### src/shf32_pkg.sv
// ============================================================================
// shf32_pkg: shared types for the 32-bit SuperFastHash engine
// Holds the round codes and the command record passed from front to back.
// ============================================================================
package shf32_pkg;

   typedef enum logic [2:0] {
      OP_NONE  = 3'd0,
      OP_ROUND = 3'd1,
      OP_TAIL1 = 3'd2,
      OP_TAIL2 = 3'd3,
      OP_TAIL3 = 3'd4
   } op_type;

   typedef struct packed {
      logic         first;
      logic         last;
      op_type       op;
      logic [30:0]  len;
      logic [31:0]  word;
   } cmd_type;

   localparam int CMD_W  = $bits(cmd_type);
   localparam int HASH_W = 32;

endpackage

### src/shf32_fifo.sv
// ============================================================================
// shf32_fifo: small synchronous queue
// Register-based queue with a combinational head and an occupancy count.
// ============================================================================
module shf32_fifo #(
   parameter int WIDTH = 8,
   parameter int DEPTH = 4
) (
   input  logic                           clock,
   input  logic                           reset,
   input  logic                           push,
   input  logic [WIDTH-1:0]               push_data,
   output logic                           full,
   input  logic                           pop,
   output logic [WIDTH-1:0]               pop_data,
   output logic                           empty,
   output logic [$clog2(DEPTH+1)-1:0]     count
);

   localparam int PTR_W = (DEPTH > 1) ? $clog2(DEPTH) : 1;
   localparam int CNT_W = $clog2(DEPTH+1);

   logic [WIDTH-1:0] mem_ff [DEPTH];
   logic [PTR_W-1:0] wr_ptr_ff, wr_ptr_in;
   logic [PTR_W-1:0] rd_ptr_ff, rd_ptr_in;
   logic [CNT_W-1:0] count_ff,  count_in;
   logic             do_push, do_pop;

   assign full     = (count_ff == CNT_W'(DEPTH));
   assign empty    = (count_ff == '0);
   assign count    = count_ff;
   assign pop_data = mem_ff[rd_ptr_ff];
   assign do_push  = push && !full;
   assign do_pop   = pop && !empty;

   always_comb begin
      wr_ptr_in = wr_ptr_ff;
      rd_ptr_in = rd_ptr_ff;
      count_in  = count_ff;
      if (do_push) begin
         wr_ptr_in = (wr_ptr_ff == PTR_W'(DEPTH-1)) ? '0 : wr_ptr_ff + 1'b1;
      end
      if (do_pop) begin
         rd_ptr_in = (rd_ptr_ff == PTR_W'(DEPTH-1)) ? '0 : rd_ptr_ff + 1'b1;
      end
      priority if (do_push && !do_pop) begin
         count_in = count_ff + 1'b1;
      end else if (do_pop && !do_push) begin
         count_in = count_ff - 1'b1;
      end else begin
         count_in = count_ff;
      end
   end

   always_ff @(posedge clock) begin
      if (reset) begin
         wr_ptr_ff <= '0;
         rd_ptr_ff <= '0;
         count_ff  <= '0;
      end else begin
         wr_ptr_ff <= wr_ptr_in;
         rd_ptr_ff <= rd_ptr_in;
         count_ff  <= count_in;
      end
   end

   always_ff @(posedge clock) begin
      if (do_push) begin
         mem_ff[wr_ptr_ff] <= push_data;
      end
   end

endmodule

### src/shf32_front.sv
// ============================================================================
// shf32_front: input classifier
// Tracks message boundaries and turns each word into a round command.
// ============================================================================
module shf32_front (
   input  logic                  clock,
   input  logic                  reset,
   input  logic                  push,
   output logic                  full,
   input  logic [31:0]           req_data_word,
   input  logic [2:0]            req_valid_bytes,
   input  logic [30:0]           req_total_length,
   input  logic                  req_last,
   input  logic                  q_full,
   output logic                  q_push,
   output shf32_pkg::cmd_type    q_cmd
);

   logic in_message_ff, in_message_in;
   logic accept;

   assign full   = q_full;
   assign accept = push && !q_full;
   assign q_push = accept;

   always_comb begin
      q_cmd.first = !in_message_ff;
      q_cmd.last  = req_last;
      q_cmd.len   = req_total_length;
      q_cmd.word  = req_data_word;
      q_cmd.op    = shf32_pkg::OP_NONE;
      priority if (req_valid_bytes >= 3'd4) begin
         q_cmd.op = shf32_pkg::OP_ROUND;
      end else if (req_last) begin
         unique case (req_valid_bytes[1:0])
            2'd1:    q_cmd.op = shf32_pkg::OP_TAIL1;
            2'd2:    q_cmd.op = shf32_pkg::OP_TAIL2;
            2'd3:    q_cmd.op = shf32_pkg::OP_TAIL3;
            default: q_cmd.op = shf32_pkg::OP_NONE;
         endcase
      end else begin
         q_cmd.op = shf32_pkg::OP_NONE;
      end
   end

   always_comb begin
      in_message_in = in_message_ff;
      if (accept) begin
         in_message_in = !req_last;
      end
   end

   always_ff @(posedge clock) begin
      if (reset) begin
         in_message_ff <= 1'b0;
      end else begin
         in_message_ff <= in_message_in;
      end
   end

endmodule

### src/shf32_back.sv
// ============================================================================
// shf32_back: hash datapath
// Applies one round per command and runs the final avalanche in two stages.
// ============================================================================
module shf32_back #(
   parameter int RESULT_DEPTH = 4
) (
   input  logic                              clock,
   input  logic                              reset,
   input  logic                              q_empty,
   input  shf32_pkg::cmd_type                q_cmd,
   output logic                              q_pop,
   input  logic [$clog2(RESULT_DEPTH+1)-1:0] res_count,
   output logic                              res_push,
   output logic [shf32_pkg::HASH_W-1:0]      res_data
);

   localparam int RC_W  = $clog2(RESULT_DEPTH+1);
   localparam int SUM_W = RC_W + 1;

   logic [31:0] hash_ff, hash_in;
   logic [31:0] s1_ff, s1_in;
   logic [31:0] s2_ff, s2_in;
   logic        v1_ff, v1_in;
   logic        v2_ff, v2_in;
   logic [31:0] h_base, h_mix;
   logic        credit_ok;
   logic        go;

   function automatic logic [31:0] sext8(input logic [7:0] b);
      sext8 = {{24{b[7]}}, b};
   endfunction

   function automatic logic [31:0] word_round(input logic [31:0] h, input logic [31:0] w);
      logic [31:0] a, t, b;
      a = h + {16'd0, w[15:0]};
      t = ({16'd0, w[31:16]} << 11) ^ a;
      b = (a << 16) ^ t;
      word_round = b + (b >> 11);
   endfunction

   function automatic logic [31:0] tail_mix(input logic [31:0] h, input logic [31:0] w,
                                            input shf32_pkg::op_type op);
      logic [31:0] a, b, c;
      a = '0;
      b = '0;
      c = h;
      unique case (op)
         shf32_pkg::OP_TAIL3: begin
            a = h + {16'd0, w[15:0]};
            b = a ^ (a << 16);
            b = b ^ (sext8(w[23:16]) << 18);
            c = b + (b >> 11);
         end
         shf32_pkg::OP_TAIL2: begin
            a = h + {16'd0, w[15:0]};
            b = a ^ (a << 11);
            c = b + (b >> 17);
         end
         shf32_pkg::OP_TAIL1: begin
            a = h + sext8(w[7:0]);
            b = a ^ (a << 10);
            c = b + (b >> 1);
         end
         shf32_pkg::OP_ROUND: c = word_round(h, w);
         default:             c = h;
      endcase
      tail_mix = c;
   endfunction

   function automatic logic [31:0] aval_a(input logic [31:0] h);
      logic [31:0] a, b;
      a = h ^ (h << 3);
      b = a + (a >> 5);
      aval_a = b ^ (b << 4);
   endfunction

   function automatic logic [31:0] aval_b(input logic [31:0] h);
      logic [31:0] a, b;
      a = h + (h >> 17);
      b = a ^ (a << 25);
      aval_b = b + (b >> 6);
   endfunction

   assign credit_ok = (SUM_W'(res_count) + SUM_W'(v1_ff) + SUM_W'(v2_ff))
                      < SUM_W'(RESULT_DEPTH);
   assign go        = !q_empty && (!q_cmd.last || credit_ok);
   assign q_pop     = go;
   assign h_base    = q_cmd.first ? {1'b0, q_cmd.len} : hash_ff;
   assign h_mix     = tail_mix(h_base, q_cmd.word, q_cmd.op);

   always_comb begin
      hash_in = hash_ff;
      s1_in   = s1_ff;
      if (go) begin
         hash_in = q_cmd.last ? '0 : h_mix;
         s1_in   = h_mix;
      end
      v1_in = go && q_cmd.last;
      v2_in = v1_ff;
      s2_in = aval_a(s1_ff);
   end

   assign res_push = v2_ff;
   assign res_data = aval_b(s2_ff);

   always_ff @(posedge clock) begin
      if (reset) begin
         hash_ff <= '0;
         v1_ff   <= 1'b0;
         v2_ff   <= 1'b0;
      end else begin
         hash_ff <= hash_in;
         v1_ff   <= v1_in;
         v2_ff   <= v2_in;
      end
   end

   always_ff @(posedge clock) begin
      s1_ff <= s1_in;
      s2_ff <= s2_in;
   end

endmodule

### src/superfasthash_32.sv
// ============================================================================
// superfasthash_32: streaming 32-bit SuperFastHash engine
// Hashes byte messages sent as little-endian words and queues the results.
// ============================================================================
// Usage:
//  Input side is a queue: drive req_* and push; the transaction is taken
//  when push is high and full is low. One word per transaction, four bytes
//  except on the transaction marked req_last, which carries 0 to 4 bytes.
//  req_total_length is sampled on the first word of each message.
//  Result side is a queue: rsp_hash_value holds the oldest hash while empty
//  is low; pop it with pop high and empty low. One hash per message.
//  Throughput: one word per cycle unless the result side stalls, set by the
//  round on the running hash register in the back end.
//  A hash shows on the result side after its last word is taken and passes
//  the command queue, the round, the first avalanche stage and the second stage into the result queue.
//  A stalled result side fills the result queue; the back end then holds
//  last words in the command queue, which fills and raises full.
//  Reset empties both queues and clears the running hash and message state.
// ============================================================================
module superfasthash_32 #(
   parameter int QUEUE_DEPTH  = 4,
   parameter int RESULT_DEPTH = 4
) (
   input  logic        clock,
   input  logic        reset,
   input  logic        push,
   output logic        full,
   input  logic [31:0] req_data_word,
   input  logic [2:0]  req_valid_bytes,
   input  logic [30:0] req_total_length,
   input  logic        req_last,
   output logic        empty,
   input  logic        pop,
   output logic [31:0] rsp_hash_value
);

   localparam int RC_W = $clog2(RESULT_DEPTH+1);

   shf32_pkg::cmd_type               f_cmd;
   shf32_pkg::cmd_type               b_cmd;
   logic                             q_push, q_full, q_pop, q_empty;
   logic [shf32_pkg::CMD_W-1:0]      q_data;
   logic                             res_push, res_full;
   logic [shf32_pkg::HASH_W-1:0]     res_data;
   logic [RC_W-1:0]                  res_count;

   shf32_front u_front (
      .clock            (clock),
      .reset            (reset),
      .push             (push),
      .full             (full),
      .req_data_word    (req_data_word),
      .req_valid_bytes  (req_valid_bytes),
      .req_total_length (req_total_length),
      .req_last         (req_last),
      .q_full           (q_full),
      .q_push           (q_push),
      .q_cmd            (f_cmd)
   );

   shf32_fifo #(
      .WIDTH (shf32_pkg::CMD_W),
      .DEPTH (QUEUE_DEPTH)
   ) u_cmd_q (
      .clock     (clock),
      .reset     (reset),
      .push      (q_push),
      .push_data (f_cmd),
      .full      (q_full),
      .pop       (q_pop),
      .pop_data  (q_data),
      .empty     (q_empty),
      .count     ()
   );

   assign b_cmd = shf32_pkg::cmd_type'(q_data);

   shf32_back #(
      .RESULT_DEPTH (RESULT_DEPTH)
   ) u_back (
      .clock     (clock),
      .reset     (reset),
      .q_empty   (q_empty),
      .q_cmd     (b_cmd),
      .q_pop     (q_pop),
      .res_count (res_count),
      .res_push  (res_push),
      .res_data  (res_data)
   );

   shf32_fifo #(
      .WIDTH (shf32_pkg::HASH_W),
      .DEPTH (RESULT_DEPTH)
   ) u_res_q (
      .clock     (clock),
      .reset     (reset),
      .push      (res_push),
      .push_data (res_data),
      .full      (res_full),
      .pop       (pop),
      .pop_data  (rsp_hash_value),
      .empty     (empty),
      .count     (res_count)
   );

`ifndef SYNTHESIS
   a_res_no_overflow: assert property (@(posedge clock) disable iff (reset)
      res_push |-> !res_full)
      else $error("result pushed into full result queue");

   a_pop_nonempty: assert property (@(posedge clock) disable iff (reset)
      q_pop |-> !q_empty)
      else $error("back end popped an empty command queue");

   a_reset_clears: assert property (@(posedge clock)
      reset |=> (empty && !full))
      else $error("queues not cleared by reset");
`endif

endmodule

### config.mk
export PLATFORM = sky130hd
export DESIGN_NAME = superfasthash_32
export DESIGN_NICKNAME = d
export VERILOG_FILES = /design/src/shf32_pkg.sv /design/src/shf32_fifo.sv /design/src/shf32_front.sv /design/src/shf32_back.sv /design/src/superfasthash_32.sv
export SDC_FILE = /design/constraint.sdc
export NUM_CORES = 1
export LEC_CHECK = 0
export BUFFER_PORTS_ARGS = -buffer_cell sky130_fd_sc_hd__buf_2
export CELL_PAD_IN_SITES_DETAIL_PLACEMENT = 0
export CELL_PAD_IN_SITES_GLOBAL_PLACEMENT = 1
export CORE_MARGIN = 2
export CORE_UTILIZATION = 40
export DETAILED_ROUTE_END_ITERATION = 10
export PLACE_DENSITY = 0.68
export SLEW_MARGIN = 0
export SYNTH_ARGS = -nofsm -noshare
export SYNTH_HDL_FRONTEND = slang
export SYNTH_SLANG_ARGS = --single-unit
### constraint.sdc
create_clock -name clock -period 11 [get_ports clock]
set_clock_uncertainty 0.05 [all_clocks]
set_input_delay 2.2 -clock clock [delete_from_list [all_inputs] [get_ports clock]]
set_output_delay 2.2 -clock clock [all_outputs]
set_load 0.01 [all_outputs]
==> results by group <==
Critical path
  – CP arrival: about 9.9 ns
  – CP max FO: 25
  – Bufs and invs on worst path: 0
  – Required @ worst endpoint: 11.29 ns
  – Critical Path, Cell by Cell: mux4_2, ha_1, a21oi_1, o21ai_0, o311ai_0, a31o_2, a21oi_1, xnor2_1, xnor2_1, xor2_1, ha_1, and3_1, nand3_1, o311a_1, o41ai_1, nand2b_1, a21oi_1, nand4_1, a211oi_1, xor2_1, a221o_1, a211oi_1, a21oi_1
  – Startpoint Class: register
  – Critical Path Most Common Cell: a21oi_1
  – CP max stage cell: o311ai_0
  – CP peak stage delay: 1.17 ns
  – WS Path Type: register to register
  – CP Capture Type: register
  – Worst path top cell family by delay: compound AO/OA/AOI/OAI gates

Logic synthesis
  – Yosys reg bits: roughly 520
  – Mapped Area: approximately 32000 sq um
  – Main synth FF type: edfxtp_1
  – Async set-reset flop share out of synthesis: 0%
  – Synth warn: 0
  – Synthesized area per cell: ~12 sq um
  – Synthesized instance count: 2679
  – Seq/Total Area, Yosys: between 40% and 50%
  – EDFF count, synth: ~430
  – Distinct cells, synth: 91
  – Synth Net Count: just under 3000

Finish
  – Fraction of layout instances using a drive strength above 1: roughly 13%
  – Final net count: around 3100
  – Area delta synth->final: 11.5%

Global route
  – Initial antenna violation count: 0
  – Total global routing overflow: 0
  – First-pass GRT wire length: around 140000 microns
  – Number of global-route vias before repair: 22400
  – Gr usage total: 23.2%
  – Largest net degree at the start of global routing: between 40 and 50

Clocking
  – # hold bufs at CTS: 0
  – Max Buffers Root-to-Sink: 3
  – CTS Sinks: about 520
  – CTS Root Cell: clkbuf_16
  – Clock transition at the registers of the reported paths: approximately 0.06 ns
  – Resized cells post-CTS: 0
  – CTS tree: built
  – Setup Fix Bufs, Post-CTS: 0
  – Clk_lat worst skew: 0.64 ns
  – CTS buffer count: 56
  – H-Tree Depth: 2

Placement
  – HPWL Detailed: ~75000 microns
  – Final Wtd Congestion: a little under 1
  – IO buf count: between 100 and 150

Detailed routing
  – Total wire length: roughly 96000 microns
  – DRT iter0 DRCs: 1619
  – Final ANT Viol Nets: 0
  – DRC viols: 0
  – Drt pass-1 iters: 5
  – WL met2: roughly 47000 microns
  – Vias/cell: approximately 5.7
  – Met3 WL post-DR: approximately 5000 microns
  – DR WL/cell: ~25 microns
  – Vias: about 22000
  – M1 WL: between 40000 and 50000 microns
  – Top Metal Used: met4

Min path
  – Worst hold start: u_back.hash_ff[31]
  – Hold/Removal Path Class: register to register

Timing
  – Final period util: ~88%
  – Final setup fails: 0
  – Worst slew margin: under 10%
  – Hold Fails Final Rpt: 0
  – Post-layout minimum cycle time: ~9.6 ns
  – Setup TNS: 0 ns
  – Final Slew Violations: 0
  – RSZ-0062 raised after global routing: false
  – Highest Clock Rate: 104 MHz
  – Worst-Margin Slew: 1.35 ns

Status
  – Outcome: completed

Floorplan
  – Initial core utilization: between 40% and 50%
  – Die height: 285 microns
  – Ports: 105
  – Die width: roughly 280 microns
  – Site Rows: roughly 100
  – CORE AREA: 78600 sq um
  – Die area: about 81000 sq um

Flow run
  – Max Cap Viol: 0
==> final cells by class <==
cell class	count	area (sq um)
Tap cell	1050	1310
Multi-Input combinational cell	1994	16200
Antenna cell	1	2.50
Fill cell	7320	43400
Inverter	106	398
Clock inverter	24	204
Sequential cell	517	14700
Timing Repair Buffer	138	776
Clock buffer	81	1610
==> Yosys cell counts, types with 35 or more instances <==
cell type	instances	share of area (%)
nor2_1	157	1.9
inv_1	105	1.2
nor3_1	39	0.62
dfxtp_1	85	5.4
nand2b_1	35	0.69
nand3_1	46	0.73
a21o_1	78	1.9
ha_1	211	8.4
mux4_2	99	7.1
a21oi_1	197	3.1
o21ai_0	99	1.6
edfxtp_1	432	41
xor2_1	157	4.4
xnor2_1	210	5.8
nand2_1	186	2.2
==> per-stage QoR <==
stage	area, sq um	util [%]	hold WS, ns	setup slack, ns	cells
final	35200	44.8	0.398	1.37	3911
after global routing	35200	44.8	0.413	1.03	3910
after CTS	35200	44.8	0.395	1.69	3910
after detailed placement	33400	42.5	0.387	1.77	3805
after global placement	33400	42.5	0.389	1.73	3805
after floorplan	31600	-	0.375	1.90	2679
==> metal layers <==
metal / global-route usage, % / up-vias
met5: 0 / -
met4: 8.26 / 0
met3: 3.23 / 171
met2: 40.3 / 650
met1: 29.6 / 11000
li1: - / 10400
==> logic make-up after synthesis <==
kind of cell    Yosys count  share of synthesized area, %
compound gates          653                          13.6
simple gates            612                          9.46
flops                   517                          46.5
xor+xnor                381                          11.2
fa+ha+maj               221                          9.00
buf+inv                 168                          2.25
mux                     127                          8.03
==> worst paths after layout <==
| path | to | slack (ns) | cells past startpoint |
|---|---|---|---|
| setup / recovery | u_back.s1_ff[31] | 1.37 | 23 |
| hold / removal | u_back.hash_ff[31] | 0.40 | 2 |
| setup reg to reg | u_back.s1_ff[31] | 1.37 | 23 |
| hold reg to reg | u_back.hash_ff[31] | 0.40 | 2 |
==> placed cells by master (no fill, tap or decap), drive strengths merged, types with 35 or more instances in the layout <==
cell	Yosys	final
edfxtp	432	432
ha	211	211
xnor2	210	210
a21oi	197	197
nand2	186	186
xor2	157	157
nor2	157	157
buf	27	138
inv	105	114
mux4	100	100
o21ai	100	100
dfxtp	85	85
clkbuf	35	81
a21o	78	78
nand3	46	46
nor3	39	39
nand2b	35	35
==> state kept, by name, indices dropped and copies added (netlist names), named ones only <==
| signal | flops |
|---|---|
| u_cmd_q.mem_ff | 272 |
| u_res_q.mem_ff | 128 |
| u_back.hash_ff | 32 |
| u_back.s1_ff | 32 |
| u_back.s2_ff | 32 |
| u_cmd_q.count | 3 |
| u_res_q.count | 3 |
| u_cmd_q.rd_ptr_ff | 2 |
| u_cmd_q.wr_ptr_ff | 2 |
| u_res_q.rd_ptr_ff | 2 |
| u_res_q.wr_ptr_ff | 2 |
| u_back.res_push | 1 |
| u_back.v1_ff | 1 |
| u_front.in_message_ff | 1 |
==> worst register-to-register path, stage by stage, from the launching register on <==
cell and delay (ns):
dfxtp_4 0.64, mux4_2 0.90, ha_1 0.54, a21oi_1 0.29
o21ai_0 0.23, o311ai_0 1.17, a31o_2 0.41, a21oi_1 0.20
xnor2_1 0.57, xnor2_1 0.38, xor2_1 0.31, ha_1 0.47
and3_1 0.23, nand3_1 0.11, o311a_1 0.34, o41ai_1 0.58
nand2b_1 0.13, a21oi_1 0.26, nand4_1 0.29, a211oi_1 0.37
xor2_1 0.13, a221o_1 0.41, a211oi_1 0.27, a21oi_1 0.08
Power is not shown: default switching activity piles up to over one toggle a cycle in this logic, so the estimate is an artifact.
